===== config.mk =====
export PLATFORM = sky130hd
export DESIGN_NAME = utf8_to_utf16be_transcoder
export DESIGN_NICKNAME = d
export VERILOG_FILES = /design/src/rtl/u8u16_pkg.sv /design/src/rtl/u8u16_front.sv /design/src/rtl/u8u16_queue.sv /design/src/rtl/u8u16_back.sv /design/src/rtl/utf8_to_utf16be_transcoder.sv
export SDC_FILE = /design/constraint.sdc
export NUM_CORES = 1
export LEC_CHECK = 0
export BUFFER_PORTS_ARGS = -buffer_cell sky130_fd_sc_hd__buf_2
export CAP_MARGIN = 0
export CORE_ASPECT_RATIO = 1.25
export CORE_MARGIN = 1.5
export CORE_UTILIZATION = 35
export DETAILED_ROUTE_END_ITERATION = 8
export GPL_ROUTABILITY_DRIVEN = 0
export PLACE_DENSITY_LB_ADDON = 0.05
export SYNTH_ARGS = -nofsm -noshare
export SYNTH_HDL_FRONTEND = slang
export SYNTH_SLANG_ARGS = --single-unit

===== constraint.sdc =====
create_clock -name i_clk -period 6.9 [get_ports i_clk]
set_input_delay 0.345 -clock i_clk [delete_from_list [all_inputs] [get_ports i_clk]]
set_output_delay 0.345 -clock i_clk [all_outputs]
set_load 0.005 [all_outputs]

===== src/rtl/u8u16_pkg.sv =====
// Shared types, constants and byte-selection helpers for the UTF-8 to UTF-16BE transcoder.
`default_nettype none

package u8u16_pkg;

    // Command queue between the front end and the back end
    localparam int QUEUE_DEPTH = 4;
    localparam int QUEUE_AW    = $clog2(QUEUE_DEPTH);
    localparam int QUEUE_CW    = $clog2(QUEUE_DEPTH + 1);

    // Code point limits
    localparam logic [31:0] MAX_CODE_POINT = 32'h0010_ffff;
    localparam logic [31:0] MAX_BMP        = 32'h0000_ffff;
    localparam logic [31:0] SURR_LO        = 32'h0000_d800;
    localparam logic [31:0] SURR_HI        = 32'h0000_dfff;
    localparam logic [20:0] PLANE1_BASE    = 21'h01_0000;

    // Byte order mark and surrogate prefixes
    localparam logic [7:0] BOM_HI     = 8'hfe;
    localparam logic [7:0] BOM_LO     = 8'hff;
    localparam logic [7:0] HI_SURR_PF = 8'hd8;
    localparam logic [7:0] LO_SURR_PF = 8'hdc;

    // What the back end has to emit for one command
    typedef enum logic [1:0] {
        KIND_BOM,
        KIND_BMP,
        KIND_PAIR
    } t_kind;

    typedef struct packed {
        t_kind       kind;
        logic [19:0] data;   // BMP: low 16 bits; pair: code point minus 0x10000
        logic        done;   // command comes from the text terminator
    } t_cmd;

    // Byte at position idx of a command's output run
    function automatic logic [7:0] cmd_byte(input t_cmd cmd, input logic [1:0] idx);
        logic [7:0] b;
        b = 8'h00;
        unique case (cmd.kind)
            KIND_BOM: b = idx[0] ? BOM_LO : BOM_HI;
            KIND_BMP: b = idx[0] ? cmd.data[7:0] : cmd.data[15:8];
            KIND_PAIR: begin
                unique case (idx)
                    2'd0: b = HI_SURR_PF | {6'b0, cmd.data[19:18]};
                    2'd1: b = cmd.data[17:10];
                    2'd2: b = LO_SURR_PF | {6'b0, cmd.data[9:8]};
                    2'd3: b = cmd.data[7:0];
                    default: b = 8'h00;
                endcase
            end
            default: b = 8'h00;
        endcase
        return b;
    endfunction

    // True on the final byte of a command's run
    function automatic logic cmd_last(input t_cmd cmd, input logic [1:0] idx);
        return (cmd.kind == KIND_PAIR) ? (idx == 2'd3) : (idx == 2'd1);
    endfunction

endpackage

`default_nettype wire


===== src/rtl/u8u16_front.sv =====
// Front end: accepts UTF-8 words, keeps the code point accumulator, queues output commands.
`default_nettype none

module u8u16_front (
    input  wire logic             i_clk,
    input  wire logic             i_rst_n,
    input  wire logic             push,
    output logic                  full,
    input  wire logic [7:0]       i_in_byte,
    input  wire logic             i_q_full,
    output logic                  o_q_wr,
    output u8u16_pkg::t_cmd       o_q_data
);
    import u8u16_pkg::*;

    logic [31:0] r_accum, n_accum;
    logic        r_start, n_start;
    logic        accept;
    logic        is_cont;
    logic        has_cmd;
    logic [20:0] pair_v;
    t_cmd        cmd;

    assign full    = i_q_full;
    assign accept  = push && !i_q_full;
    assign is_cont = (i_in_byte[7:6] == 2'b10);
    assign pair_v  = r_accum[20:0] - PLANE1_BASE;

    // Classify the word into a command, if it causes output
    always_comb begin
        has_cmd   = 1'b0;
        cmd.kind  = KIND_BOM;
        cmd.data  = 20'h0;
        cmd.done  = (i_in_byte == 8'h00);
        if (r_start) begin
            has_cmd = 1'b1;
        end else if (!is_cont) begin
            if (r_accum > MAX_CODE_POINT) begin
                has_cmd = 1'b0;
            end else if (r_accum > MAX_BMP) begin
                has_cmd  = 1'b1;
                cmd.kind = KIND_PAIR;
                cmd.data = pair_v[19:0];
            end else if (r_accum < SURR_LO || r_accum > SURR_HI) begin
                has_cmd  = 1'b1;
                cmd.kind = KIND_BMP;
                cmd.data = {4'h0, r_accum[15:0]};
            end
        end
    end

    assign o_q_wr   = accept && has_cmd;
    assign o_q_data = cmd;

    // Advance the accumulator by one UTF-8 word
    always_comb begin
        n_accum = r_accum;
        n_start = r_start;
        if (accept) begin
            if (i_in_byte == 8'h00) begin
                n_accum = 32'h0;
                n_start = 1'b1;
            end else begin
                n_start = 1'b0;
                priority if (i_in_byte <= 8'h7f) begin
                    n_accum = {24'h0, i_in_byte};
                end else if (i_in_byte <= 8'hbf) begin
                    n_accum = {r_accum[25:0], i_in_byte[5:0]};
                end else if (i_in_byte <= 8'hdf) begin
                    n_accum = {27'h0, i_in_byte[4:0]};
                end else if (i_in_byte <= 8'hef) begin
                    n_accum = {28'h0, i_in_byte[3:0]};
                end else begin
                    n_accum = {29'h0, i_in_byte[2:0]};
                end
            end
        end
    end

    always_ff @(posedge i_clk) begin
        if (!i_rst_n) begin
            r_accum <= 32'h0;
            r_start <= 1'b1;
        end else begin
            r_accum <= n_accum;
            r_start <= n_start;
        end
    end

endmodule

`default_nettype wire


===== src/rtl/u8u16_queue.sv =====
// Short command queue that decouples the front end from the back end.
`default_nettype none

module u8u16_queue (
    input  wire logic             i_clk,
    input  wire logic             i_rst_n,
    input  wire logic             i_wr,
    input  wire u8u16_pkg::t_cmd  i_wdata,
    input  wire logic             i_rd,
    output u8u16_pkg::t_cmd       o_rdata,
    output logic                  o_full,
    output logic                  o_empty
);
    import u8u16_pkg::*;

    t_cmd                r_mem [QUEUE_DEPTH];
    logic [QUEUE_AW-1:0] r_wptr, n_wptr;
    logic [QUEUE_AW-1:0] r_rptr, n_rptr;
    logic [QUEUE_CW-1:0] r_count, n_count;
    logic                do_wr, do_rd;

    assign o_full  = (r_count == QUEUE_CW'(QUEUE_DEPTH));
    assign o_empty = (r_count == '0);
    assign do_wr   = i_wr && !o_full;
    assign do_rd   = i_rd && !o_empty;
    assign o_rdata = r_mem[r_rptr];

    // Advance pointers and occupancy
    always_comb begin
        n_wptr  = do_wr ? QUEUE_AW'(r_wptr + 1'b1) : r_wptr;
        n_rptr  = do_rd ? QUEUE_AW'(r_rptr + 1'b1) : r_rptr;
        n_count = r_count;
        if (do_wr && !do_rd) begin
            n_count = QUEUE_CW'(r_count + 1'b1);
        end else if (do_rd && !do_wr) begin
            n_count = QUEUE_CW'(r_count - 1'b1);
        end
    end

    always_ff @(posedge i_clk) begin
        if (!i_rst_n) begin
            r_wptr  <= '0;
            r_rptr  <= '0;
            r_count <= '0;
        end else begin
            r_wptr  <= n_wptr;
            r_rptr  <= n_rptr;
            r_count <= n_count;
        end
    end

    // Store entries
    always_ff @(posedge i_clk) begin
        if (do_wr) begin
            r_mem[r_wptr] <= i_wdata;
        end
    end

endmodule

`default_nettype wire


===== src/rtl/u8u16_back.sv =====
// Back end: expands queued commands into UTF-16BE words behind an output register.
`default_nettype none

module u8u16_back (
    input  wire logic             i_clk,
    input  wire logic             i_rst_n,
    input  wire logic             i_q_empty,
    input  wire u8u16_pkg::t_cmd  i_q_data,
    output logic                  o_q_rd,
    input  wire logic             pop,
    output logic                  empty,
    output logic [7:0]            o_out_byte,
    output logic                  o_run_last,
    output logic                  o_text_done
);
    import u8u16_pkg::*;

    t_cmd        r_cmd, n_cmd;
    logic        r_busy, n_busy;
    logic [1:0]  r_idx, n_idx;
    logic        r_ovalid, n_ovalid;
    logic [7:0]  r_obyte, n_obyte;
    logic        r_olast, n_olast;
    logic        r_odone, n_odone;
    logic        slot_free;

    assign slot_free   = !r_ovalid || pop;
    assign empty       = !r_ovalid;
    assign o_out_byte  = r_obyte;
    assign o_run_last  = r_olast;
    assign o_text_done = r_odone;

    // One word per cycle while slot_free: continue the command or start the next
    always_comb begin
        n_cmd    = r_cmd;
        n_busy   = r_busy;
        n_idx    = r_idx;
        n_ovalid = r_ovalid;
        n_obyte  = r_obyte;
        n_olast  = r_olast;
        n_odone  = r_odone;
        o_q_rd   = 1'b0;
        if (slot_free) begin
            if (r_busy) begin
                n_ovalid = 1'b1;
                n_obyte  = cmd_byte(r_cmd, r_idx);
                n_olast  = cmd_last(r_cmd, r_idx);
                n_odone  = r_cmd.done;
                n_idx    = r_idx + 2'd1;
                n_busy   = !cmd_last(r_cmd, r_idx);
            end else if (!i_q_empty) begin
                o_q_rd   = 1'b1;
                n_cmd    = i_q_data;
                n_ovalid = 1'b1;
                n_obyte  = cmd_byte(i_q_data, 2'd0);
                n_olast  = 1'b0;
                n_odone  = i_q_data.done;
                n_idx    = 2'd1;
                n_busy   = 1'b1;
            end else begin
                n_ovalid = 1'b0;
            end
        end
    end

    always_ff @(posedge i_clk) begin
        if (!i_rst_n) begin
            r_busy   <= 1'b0;
            r_ovalid <= 1'b0;
            r_idx    <= 2'd0;
        end else begin
            r_busy   <= n_busy;
            r_ovalid <= n_ovalid;
            r_idx    <= n_idx;
        end
    end

    // Hold payload
    always_ff @(posedge i_clk) begin
        r_cmd   <= n_cmd;
        r_obyte <= n_obyte;
        r_olast <= n_olast;
        r_odone <= n_odone;
    end

endmodule

`default_nettype wire


===== src/rtl/utf8_to_utf16be_transcoder.sv =====
// Top level of the UTF-8 to UTF-16BE transcoder.
`default_nettype none

// Converts a UTF-8 word stream (a zero word ends each text) into UTF-16BE words,
// opening every text with the byte order mark FE FF. Code points above 0x10FFFF
// and surrogate values produce nothing; code points above 0xFFFF become surrogate
// pairs. Malformed sequences are not rejected: lead bytes simply reload the
// accumulator and continuation bytes shift into it. The front end takes one input
// word per cycle while the queue has room and drops a command for each word that
// causes output into a four-entry queue; the back end emits one output word per
// cycle from that queue into an output register while that register is free or
// being popped. The output side sets the rate: a word that emits a BMP code point
// or the byte order mark gives two output words, a surrogate pair four, and one
// that emits nothing (continuation bytes, dropped values) none. run_last marks
// the final output word caused by one input word; text_done marks the words
// caused by the terminator.
module utf8_to_utf16be_transcoder (
    input  wire logic       i_clk,
    input  wire logic       i_rst_n,
    input  wire logic       push,
    output logic            full,
    input  wire logic [7:0] i_in_byte,
    input  wire logic       pop,
    output logic            empty,
    output logic [7:0]      o_out_byte,
    output logic            o_run_last,
    output logic            o_text_done
);
    import u8u16_pkg::*;

    logic q_wr, q_rd, q_full, q_empty;
    t_cmd q_wdata, q_rdata;

    u8u16_front u_front (
        .i_clk     (i_clk),
        .i_rst_n   (i_rst_n),
        .push      (push),
        .full      (full),
        .i_in_byte (i_in_byte),
        .i_q_full  (q_full),
        .o_q_wr    (q_wr),
        .o_q_data  (q_wdata)
    );

    u8u16_queue u_queue (
        .i_clk   (i_clk),
        .i_rst_n (i_rst_n),
        .i_wr    (q_wr),
        .i_wdata (q_wdata),
        .i_rd    (q_rd),
        .o_rdata (q_rdata),
        .o_full  (q_full),
        .o_empty (q_empty)
    );

    u8u16_back u_back (
        .i_clk       (i_clk),
        .i_rst_n     (i_rst_n),
        .i_q_empty   (q_empty),
        .i_q_data    (q_rdata),
        .o_q_rd      (q_rd),
        .pop         (pop),
        .empty       (empty),
        .o_out_byte  (o_out_byte),
        .o_run_last  (o_run_last),
        .o_text_done (o_text_done)
    );

endmodule

`default_nettype wire


Word-level counts from Yosys, hierarchy flattened
Memory sizes are Yosys's and may differ from the RTL's. A register that Yosys moved wholly into a read port is not among the register bits.
Index checks and enable logic that the tools add are counted.
Widths: inputs -> output; s select.
{"block": "totals", "register_bits": 77, "mem_bits_rw": 92, "out_inout_bits": 12, "word_cells": 104, "mem_count": 1}
{"block": "op_classes", "addsub": 6, "n_lt_le_gt_ge": 8, "eq_ne": 10, "muxes": 41, "bitwise": 2, "n_reduce_logical": 22}
{"name": "u_queue.r_mem", "depth": 4, "word_bits": 23, "read_ports": 1, "rd_clocked_by_memory_dff": 1, "write_ports": 1, "line_no": "u8u16_queue.sv:16", "rtl": "t_cmd r_mem [QUEUE_DEPTH];"}
{"op": "$mux 32", "count": 4}
{"op": "$mux 22", "count": 4}
{"op": "$gt 32x16->1 const B", "count": 2}
{"op": "$pmux 8 s3", "count": 2}
{"op": "$gt 32x21->1 const B", "count": 1}
{"op": "$lt 32x16->1 const B", "count": 1}
{"op": "$pmux 8 s4", "count": 1}
{"op": "$le 8x8->1 const B", "count": 3}
{"op": "$mux 8", "count": 3}
{"op": "$mux 21", "count": 1}
{"op": "$sub 20x17->20 const B", "count": 1}
{"op": "$mux 1", "count": 19}
{"op": "$eq 2x2->1 const B", "count": 5}
{"op": "$le 8x7->1 const B", "count": 1}
{"op": "$logic_not 8->1", "count": 1}
{"op": "$mux 2", "count": 4}
{"op": "$add 2x1->2 const B", "count": 3}
{"op": "$eq 2x1->1 const B", "count": 3}
{"op": "$logic_and 1x1->1", "count": 6}
{"op": "$logic_not 1->1", "count": 6}
{"op": "$logic_not 2->1", "count": 3}
{"op": "$mux 3", "count": 2}
{"op": "$mux 4", "count": 1}
{"op": "$add 3x1->3 const B", "count": 1}
{"op": "other kinds (9)", "count": 11}

Longest topological paths before layout
Gate-level depths: netlist of the first run.
{"block": "depth", "ltp_word": 13, "depth_mapped": 13}

Cells and area by module
From an unflattened synthesis of the first run, not the netlist that was laid out.
{"block": "hier_totals", "hier_cells": 500, "hier_area_um2": 7419.6}
{"module": "u8u16_queue", "n_inst": 1, "cells_per_inst": 168, "area_per_inst_um2": 3831.2}
{"module": "u8u16_front", "n_inst": 1, "cells_per_inst": 201, "area_per_inst_um2": 1851.8}
{"module": "u8u16_back", "n_inst": 1, "cells_per_inst": 131, "area_per_inst_um2": 1736.7}

Worst setup path before layout of the first run
No wires, ideal clock.
{"block": "synth_timing", "kind": "register -> register", "startpoint": "register u_queue.r_count[0]", "endpoint": "register u_queue.r_count[2]", "setup_time_ps": 70, "arrival_time_ps": 3660, "path_slack_ps": 3170, "stages_incl_launch_ff": 10, "path_cell_list": "dfxtp_1 or3_1 nor3b_1 inv_1 ha_1 inv_1 fa_1 xor2_1 or3_1 a21oi_1"}
{"block": "synth_between", "elab_chain_cells": 8, "elab_cells_between_ends": 20, "classes_between": "2 x add/sub; 1 x eq/ne; 5 x mux; 12 x reduce/logical"}
{"element": "start: declaration", "line_no": "u8u16_queue.sv:19", "rtl": "logic [QUEUE_CW-1:0] r_count, n_count;"}
{"element": "start signal: assignment", "line_no": "u8u16_queue.sv:48", "rtl": "r_count <= n_count;"}
{"element": "$logic_not 3->1 or $eq 3x3->1 (tied branches)", "line_no": "u8u16_queue.sv:23, u8u16_queue.sv:22"}
{"element": "$mux 1 or $logic_not 1->1 (tied branches)", "line_no": "u8u16_back.sv:51, u8u16_front.sv:25, u8u16_queue.sv:24"}
{"element": "$mux 1 or $logic_and 1x1->1 (tied branches)", "line_no": "u8u16_back.sv:44, u8u16_front.sv:25"}
{"element": "$mux 1 or $logic_and 1x1->1 (tied branches)", "line_no": "u8u16_back.sv:43, u8u16_front.sv:52"}
{"element": "$logic_and 1x1->1, on equally long branches", "line_no": "u8u16_queue.sv:25, u8u16_queue.sv:24"}
{"element": "$logic_not 1->1, on equally long branches", "line_no": "u8u16_queue.sv:33, u8u16_queue.sv:35"}
{"element": "$logic_and 1x1->1, on equally long branches", "line_no": "u8u16_queue.sv:33, u8u16_queue.sv:35"}
{"element": "$mux 3 or $reduce_bool 2->1 (tied branches)"}
Parallel ways exist; a longest one is shown, timed or not. The select of a mux whose other input is x is not followed.
A chain may end at the register's enable or synchronous reset.

Worst setup path after layout of the first run
{"block": "layout_timing", "startpoint": "register u_front.r_accum[16]", "endpoint": "register u_queue.r_count[2]"}
{"block": "layout_between", "elab_chain_cells": 12, "elab_cells_between_ends": 17, "classes_between": "4 x order compare; 6 x mux; 7 x reduce/logical"}
{"element": "start: declaration", "line_no": "u8u16_front.sv:16", "rtl": "logic [31:0] r_accum, n_accum;"}
{"element": "start signal: assignment", "line_no": "u8u16_front.sv:85", "rtl": "r_accum <= n_accum;"}
{"element": "$lt 32x16->1 or $gt 32x16->1 (tied branches)", "line_no": "u8u16_front.sv:44", "rtl": "end else if (r_accum < SURR_LO || r_accum > SURR_HI) begin"}
{"element": "$logic_or 1x1->1", "line_no": "u8u16_front.sv:44"}
{"element": "$mux 1", "line_no": "u8u16_front.sv:44"}
{"element": "$mux 1", "line_no": "u8u16_front.sv:40", "rtl": "end else if (r_accum > MAX_BMP) begin"}
{"element": "$mux 1 (*)", "line_no": "u8u16_front.sv:38", "rtl": "if (r_accum > MAX_CODE_POINT) begin"}
{"element": "$mux 1 (*)", "line_no": "u8u16_front.sv:37", "rtl": "end else if (!is_cont) begin"}
{"element": "$mux 1 (*)", "line_no": "u8u16_front.sv:35", "rtl": "if (r_start) begin"}
{"element": "$logic_and 1x1->1 (*)", "line_no": "u8u16_front.sv:52", "rtl": "assign o_q_wr = accept && has_cmd;"}
{"element": "$logic_and 1x1->1 (*)", "line_no": "u8u16_queue.sv:24", "rtl": "assign do_wr = i_wr && !o_full;"}
{"element": "net u_queue.do_wr", "line_no": "u8u16_queue.sv:20", "rtl": "logic do_wr, do_rd;"}
{"element": "$logic_not 1->1", "line_no": "u8u16_queue.sv:35", "rtl": "end else if (do_rd && !do_wr) begin"}
{"element": "$logic_and 1x1->1", "line_no": "u8u16_queue.sv:35"}
{"element": "$reduce_bool 2->1 (no source line)"}
The timed path passes the listed nets; every way through them passes the cells marked *.

==> impl_metrics.env, run 1 <==
export IMPL_area_growth_pct=14.0
export IMPL_multi_input_area_sq_um=2290
export IMPL_tightest_slew_ns=0.959
export IMPL_synth_distinct_cells=49
export IMPL_post_route_util_pct=40.5
export IMPL_drive_gt1_share_pct=17.5
export IMPL_wl_um=15000
export IMPL_setup_ws_ns=3.59
export IMPL_die_h_um=162
export IMPL_clock_path_buffers=2
export IMPL_rr_endpoint="u_queue.r_count[2]$_SDFFE_PN0P_"
export IMPL_avgRoutedWirePerCell_um=18.0
export IMPL_clkLatencyLatePin_ns=0.42
export IMPL_grt_overflow_total=0
export IMPL_syn_area_sq_um=7120
export IMPL_synth_seq_area_share_pct=65.7
export IMPL_reg2reg_from="u_front.r_accum[16]$_SDFFE_PN0P_"
export IMPL_drt_initial_drc_count=323
export IMPL_fin_skew_ns=0.00832
export IMPL_synthCells=529
export IMPL_layout_area_seq_sq_um=4670
export IMPL_detailed_place_hpwl_um=10100
export IMPL_drc_errors=0
export IMPL_rsz0062_at_grt="no"
export IMPL_cts_clk_slew_worst_paths_ns=0.06
export IMPL_grt_pass1_wl_um=23600
export IMPL_hp_start="i_in_byte[0]"
export IMPL_grt_use_total_pct=15.2
export IMPL_grt_antenna_before_repair=0
export IMPL_die_width_um=131
export IMPL_reg2reg_slack_ns=3.59
export IMPL_min_path_cells=3
export IMPL_power_leakage_uw=0.00268
export IMPL_ir_worst_vdd_mv=0.159
export IMPL_drv_slew=0
export IMPL_num_vias=4177
export IMPL_vias_per_cell=5.03
export IMPL_period_needed_ns=3.31
export IMPL_h_tree_depth=4
export IMPL_place_area_sq_um=7510
export IMPL_end_kind="register"
export IMPL_path_max_fanout=5
export IMPL_p_per_area_nw_per_um2=393
export IMPL_ys_warnings_count=0
export IMPL_min_path_type="input port to register"
export IMPL_worstPathArrival_ns=3.66
export IMPL_clockRootBuffer="clkbuf_16"
export IMPL_fmaxAchievable_ghz=0.302
export IMPL_final_nets=572
export IMPL_initial_utilization_pct=35.5
export IMPL_start_kind="register"
export IMPL_ios=24
export IMPL_postCtsSetupBuffers=0
export IMPL_grt_pass1_vias=4253
export IMPL_fin_tns_setup_ns=0
export IMPL_synthArstFlopShare_pct=0
export IMPL_holdBufCountCts=0
export IMPL_crit_type="register to register"
export IMPL_io_buffers=23
export IMPL_ys_seq_elements=171
export IMPL_syn_area_per_cell_sq_um=13.5
export IMPL_slew_headroom_pct=35.8
export IMPL_cts_buffers=17
export IMPL_synth_edf_count=125
export IMPL_cts_tree="yes"
export IMPL_period_share_pct=48.0
export IMPL_setup_viol=0
export IMPL_post_cts_resized=0
export IMPL_core_area_sq_um=20000
export IMPL_worstPathRequired_ns=7.25
export IMPL_final_cells=831
export IMPL_cap_violations=0
export IMPL_final_area_sq_um=8110
export IMPL_dp_slack_ns=3.56
export IMPL_n_fill_cell=1910
export IMPL_dp_cells=799
export IMPL_status="completed"
export IMPL_cts_sinks=171
export IMPL_dr_pass1_iters=6
export IMPL_r2r_cells=13
export IMPL_dieArea_sq_um=21200
export IMPL_grt_max_degree=45
export IMPL_synth_main_ff_cell="edfxtp_1"
export IMPL_synth_nets=553
export IMPL_final_antenna_net_count=0
export IMPL_holdPathEnd="u_front.r_accum[0]$_SDFFE_PN0P_"
export IMPL_rows=58
export IMPL_hold_violations=0
export IMPL_diodes=0
[routing by layer]
| layer | wire length (um) | GRT usage [%] | share of wire (%) | up-vias |
|---|---|---|---|---|
| met5 | 0 | 0 | 0 | - |
| met4 | 326 | 5.99 | 2.2 | 0 |
| met3 | 318 | 3.84 | 2.1 | 13 |
| met2 | 7790 | 26.5 | 52 | 62 |
| met1 | 6530 | 17.8 | 44 | 2074 |
| li1 | - | - | - | 2028 |
[worst max-delay path, cell delays in order (launching register included)]
cell and delay (ns):
dfxtp_1 0.35, inv_1 0.09, ha_1 0.14, nand3_1 0.08
nor4_2 0.33, mux2_2 0.40, a31oi_1 0.73, nor2_1 0.10
ha_1 0.24, inv_1 0.08, fa_1 0.18, xor2_1 0.08
or3_1 0.31, a21oi_1 0.13
[layout by cell type, fill, tap and decap left out, types with 10 or more instances in the layout]
cell type	count
edfxtp_1	125
nand2_1	60
dfxtp_1	46
a21oi_1	41
nand3_1	37
nor2_1	23
buf_2	23
mux4_2	22
clkbuf_16	17
and2_1	16
nor3_1	12
mux2i_1	12
ha_1	11
inv_1	10
o21ai_0	10
[worst max-delay path by stage]
stage,depth (start not counted),from,end,slack [ns]
2_1_floorplan,9,u_queue.r_count[0]$_SDFFE_PN0P_,u_queue.r_count[2]$_SDFFE_PN0P_,3.17
3_3_place_gp,13,u_front.r_accum[16]$_SDFFE_PN0P_,u_queue.r_count[2]$_SDFFE_PN0P_,3.66
3_5_place_dp,13,u_front.r_accum[16]$_SDFFE_PN0P_,u_queue.r_count[2]$_SDFFE_PN0P_,3.56
4_1_cts,13,u_front.r_accum[16]$_SDFFE_PN0P_,u_queue.r_count[2]$_SDFFE_PN0P_,3.56
5_1_grt,13,u_front.r_accum[16]$_SDFFE_PN0P_,u_queue.r_count[2]$_SDFFE_PN0P_,3.32
6_report,13,u_front.r_accum[16]$_SDFFE_PN0P_,u_queue.r_count[2]$_SDFFE_PN0P_,3.59
[state kept, by name, indices dropped and copies added, names as in the netlist, named ones only]
name / count
u_back.o_out_byte: 8
u_queue.r_count: 3
u_queue.r_rptr: 2
u_front.r_accum: 32
u_back.r_cmd: 23
u_queue.r_mem: 92
u_front.r_start: 1
u_back.o_run_last: 1
u_queue.r_wptr: 2
u_back.r_idx: 2
u_back.o_text_done: 1
u_back.r_busy: 1
u_back.r_ovalid: 1
[where the power goes]
part / total (uW) / leakage, uW / internal [uW] / switching (uW)
combinational: 722 / 0.000845 / 306 / 416
sequential: 1500 / 0.00155 / 1370 / 131
clock: 967 / 0.000283 / 569 / 398
[cells by family after synthesis]
group           synth area share, %
fa+ha+maj                      2.22
xor+xnor                      0.861
flops                          65.7
compound gates                 6.94
mux                            9.12
simple gates                   12.6
buf+inv                        2.62
[synth_stat cells, types with 3 or more instances]
cell      instances  area share (%)
edfxtp_1        125              53
nand2_1          60             3.2
dfxtp_1          46              13
a21oi_1          41             2.9
nand3_1          37             2.6
nor2_1           27             1.4
mux4_2           22             7.0
and2_1           16             1.4
clkbuf_1         15            0.79
mux2i_1          12             1.7
nor3_1           12            0.84
ha_1             11             1.9
inv_1            10            0.53
o21ai_0          10            0.70
a31oi_1           6            0.53
nor2b_1           6            0.53
buf_1             5            0.26
buf_2             5            0.35
a211oi_1          4            0.42
a221o_1           4            0.56
nand4_1           4            0.35
xnor2_1           4            0.49
a311oi_1          3            0.37
buf_6             3            0.47
mux2_2            3            0.47
nand2b_1          3            0.26
or4_1             3            0.32
xor2_1            3            0.37
[layout make-up]
cell class	instances	area share [%]
Clock inverter	15	2.16
Sequential cell	171	57.6
Clock buffer	17	5.24
Timing Repair Buffer	29	1.97
Multi-Input combinational cell	317	28.3
Tap cell	270	4.16
Inverter	12	0.555
[metrics by stage]
step                      total power (uW)  hold slack (ns)
after floorplan                       2020            0.432
after global placement                2260            0.443
after detailed placement              2270            0.449
after CTS                             3240            0.148
after global routing                  3370            0.154
final                                 3190            0.170
(Power assumes the default switching activity.)
==> run 2, diff against run 1 <==
Clock period 6.9 ns to 2.8 ns, I/O delays scaled along.
==> impl_metrics.env, run 2 (synthesis gave the netlist of run 1 again) <==
export IMPL_status="completed"
export IMPL_dp_cells=818
export IMPL_drv_slew=0
export IMPL_worstPathArrival_ns=3.03
export IMPL_drive_gt1_share_pct=21.6
export IMPL_io_buffers=23
export IMPL_grt_overflow_total=0
export IMPL_final_nets=598
export IMPL_num_vias=4370
export IMPL_cts_tree="yes"
export IMPL_largest_reg_flops=92
export IMPL_setup_viol=0
export IMPL_cts_buffers=17
export IMPL_cts_clk_slew_worst_paths_ns=0.06
export IMPL_h_tree_depth=4
export IMPL_cts_sinks=171
export IMPL_die_width_um=131
export IMPL_slew_headroom_pct=60.6
export IMPL_diodes=0
export IMPL_p_per_area_nw_per_um2=957
export IMPL_drc_errors=0
export IMPL_final_antenna_net_count=0
export IMPL_place_area_sq_um=7640
export IMPL_grt_use_total_pct=15.8
export IMPL_start_kind="register"
export IMPL_crit_type="register to register"
export IMPL_die_h_um=162
export IMPL_period_needed_ns=2.67
export IMPL_grt_max_degree=39
export IMPL_top_regs="u_queue.r_mem x92, u_front.r_accum x32, u_back.r_cmd x23"
export IMPL_rows=58
export IMPL_final_common_cell="edfxtp_1"
export IMPL_initial_utilization_pct=35.5
export IMPL_final_area_sq_um=8360
export IMPL_clock_path_buffers=2
export IMPL_worstPathRequired_ns=3.16
export IMPL_final_cell_mix="125 x edfxtp_1, 60 x nand2_1, 45 x dfxtp_1, 41 x a21oi_1, 36 x nand3_1"
export IMPL_min_path_type="input port to register"
export IMPL_regMostFlops="u_queue.r_mem"
export IMPL_period_share_pct=95.4
export IMPL_grt_antenna_before_repair=0
export IMPL_area_growth_pct=17.5
export IMPL_vias_per_cell=5.10
export IMPL_end_kind="register"
export IMPL_detailed_place_hpwl_um=10600
export IMPL_hold_violations=0
export IMPL_clockRootBuffer="clkbuf_16"
export IMPL_power_uw=8000
export IMPL_dr_pass1_iters=5
export IMPL_fin_skew_ns=0.0133
export IMPL_grt_pass1_wl_um=24600
export IMPL_drt_initial_drc_count=284
export IMPL_fmaxAchievable_ghz=0.374
export IMPL_dieArea_sq_um=21200
export IMPL_clkLatencyLatePin_ns=0.43
export IMPL_tightest_slew_ns=0.587
export IMPL_wl_um=15700
export IMPL_cap_violations=0
export IMPL_final_cells=857
export IMPL_core_area_sq_um=20000
export IMPL_power_leakage_uw=0.00282
export IMPL_avgRoutedWirePerCell_um=18.3
export IMPL_path_max_fanout=4
export IMPL_grt_pass1_vias=4485
export IMPL_ios=24
export IMPL_ir_worst_vdd_mv=0.428
## run 2: changes by cell type in the layout (fill, tap and decap cells not counted), moves of 3 or more
cell,change
buf_4,+20
dlygate4sd3_1,+6
inv_6,+3
nor2_2,+4
nor2_4,-4
## run 2: final cells by class
| class | instances | area [sq um] |
|---|---|---|
| clock buffer | 17 | 425 |
| clock inverter | 15 | 189 |
| fill | 1874 | 11700 |
| inverter | 12 | 45.0 |
| multi-input combinational | 317 | 2320 |
| sequential | 171 | 4680 |
| tap | 270 | 338 |
| timing repair buffer | 55 | 370 |
## run 2: report_power, final
part	leakage (uW)	internal, uW	switching, uW
combinational	0.000981	814	1100
clock	0.000290	1420	1020
sequential	0.00155	3370	274
## run 2: worst paths after layout
kind,from,endpoint,slack [ns],cells after the start
worst max-delay path,u_front.r_accum[17]$_SDFFE_PN0P_,u_queue.r_count[2]$_SDFFE_PN0P_,0.13,13
worst min-delay path,i_rst_n,u_front.r_start$_SDFFE_PN1P_,0.04,2
worst max register to register,u_front.r_accum[17]$_SDFFE_PN0P_,u_queue.r_count[2]$_SDFFE_PN0P_,0.13,13
worst min register to register,u_front.r_accum[29]$_SDFFE_PN0P_,u_front.r_accum[29]$_SDFFE_PN0P_,0.46,2
## run 2: worst max-delay path, stage by stage, from the launching register on
cell	delay, ns
dfxtp_2	0.34
inv_2	0.06
ha_2	0.17
nand3_2	0.09
nor4_4	0.32
mux2_4	0.23
a31oi_2	0.10
nor2_1	0.14
ha_2	0.19
inv_1	0.05
fa_2	0.33
xor2_1	0.17
or3_1	0.30
a21oi_1	0.12
## run 2: metal layers
metal / wire [um] / track usage [%] / up-vias
met5: 0 / 0 / -
met4: 479 / 6.64 / 0
met3: 488 / 4.01 / 30
met2: 8100 / 27.5 / 94
met1: 6620 / 18.2 / 2173
li1: - / - / 2073
## run 2: what timing repair did
item                                   CTS  global route
buffers inserted                         0             1
gates resized for setup                  0            11
setup endpoints to repair                0             2
endpoints found under the hold margin    6             0
hold buffers                             6             0
## run 2: through the flow
step	setup slack, ns	util [%]	hold slack, ns	setup TNS [ns]
after floorplan	0.00817	-	0.231	0
after global placement	0.227	38.1	0.389	0
after detailed placement	0.172	38.1	0.399	0
after CTS	0.150	41.5	0.0195	0
after global routing	-0.0207	41.7	0.0391	-0.0207
final	0.128	41.7	0.0383	0
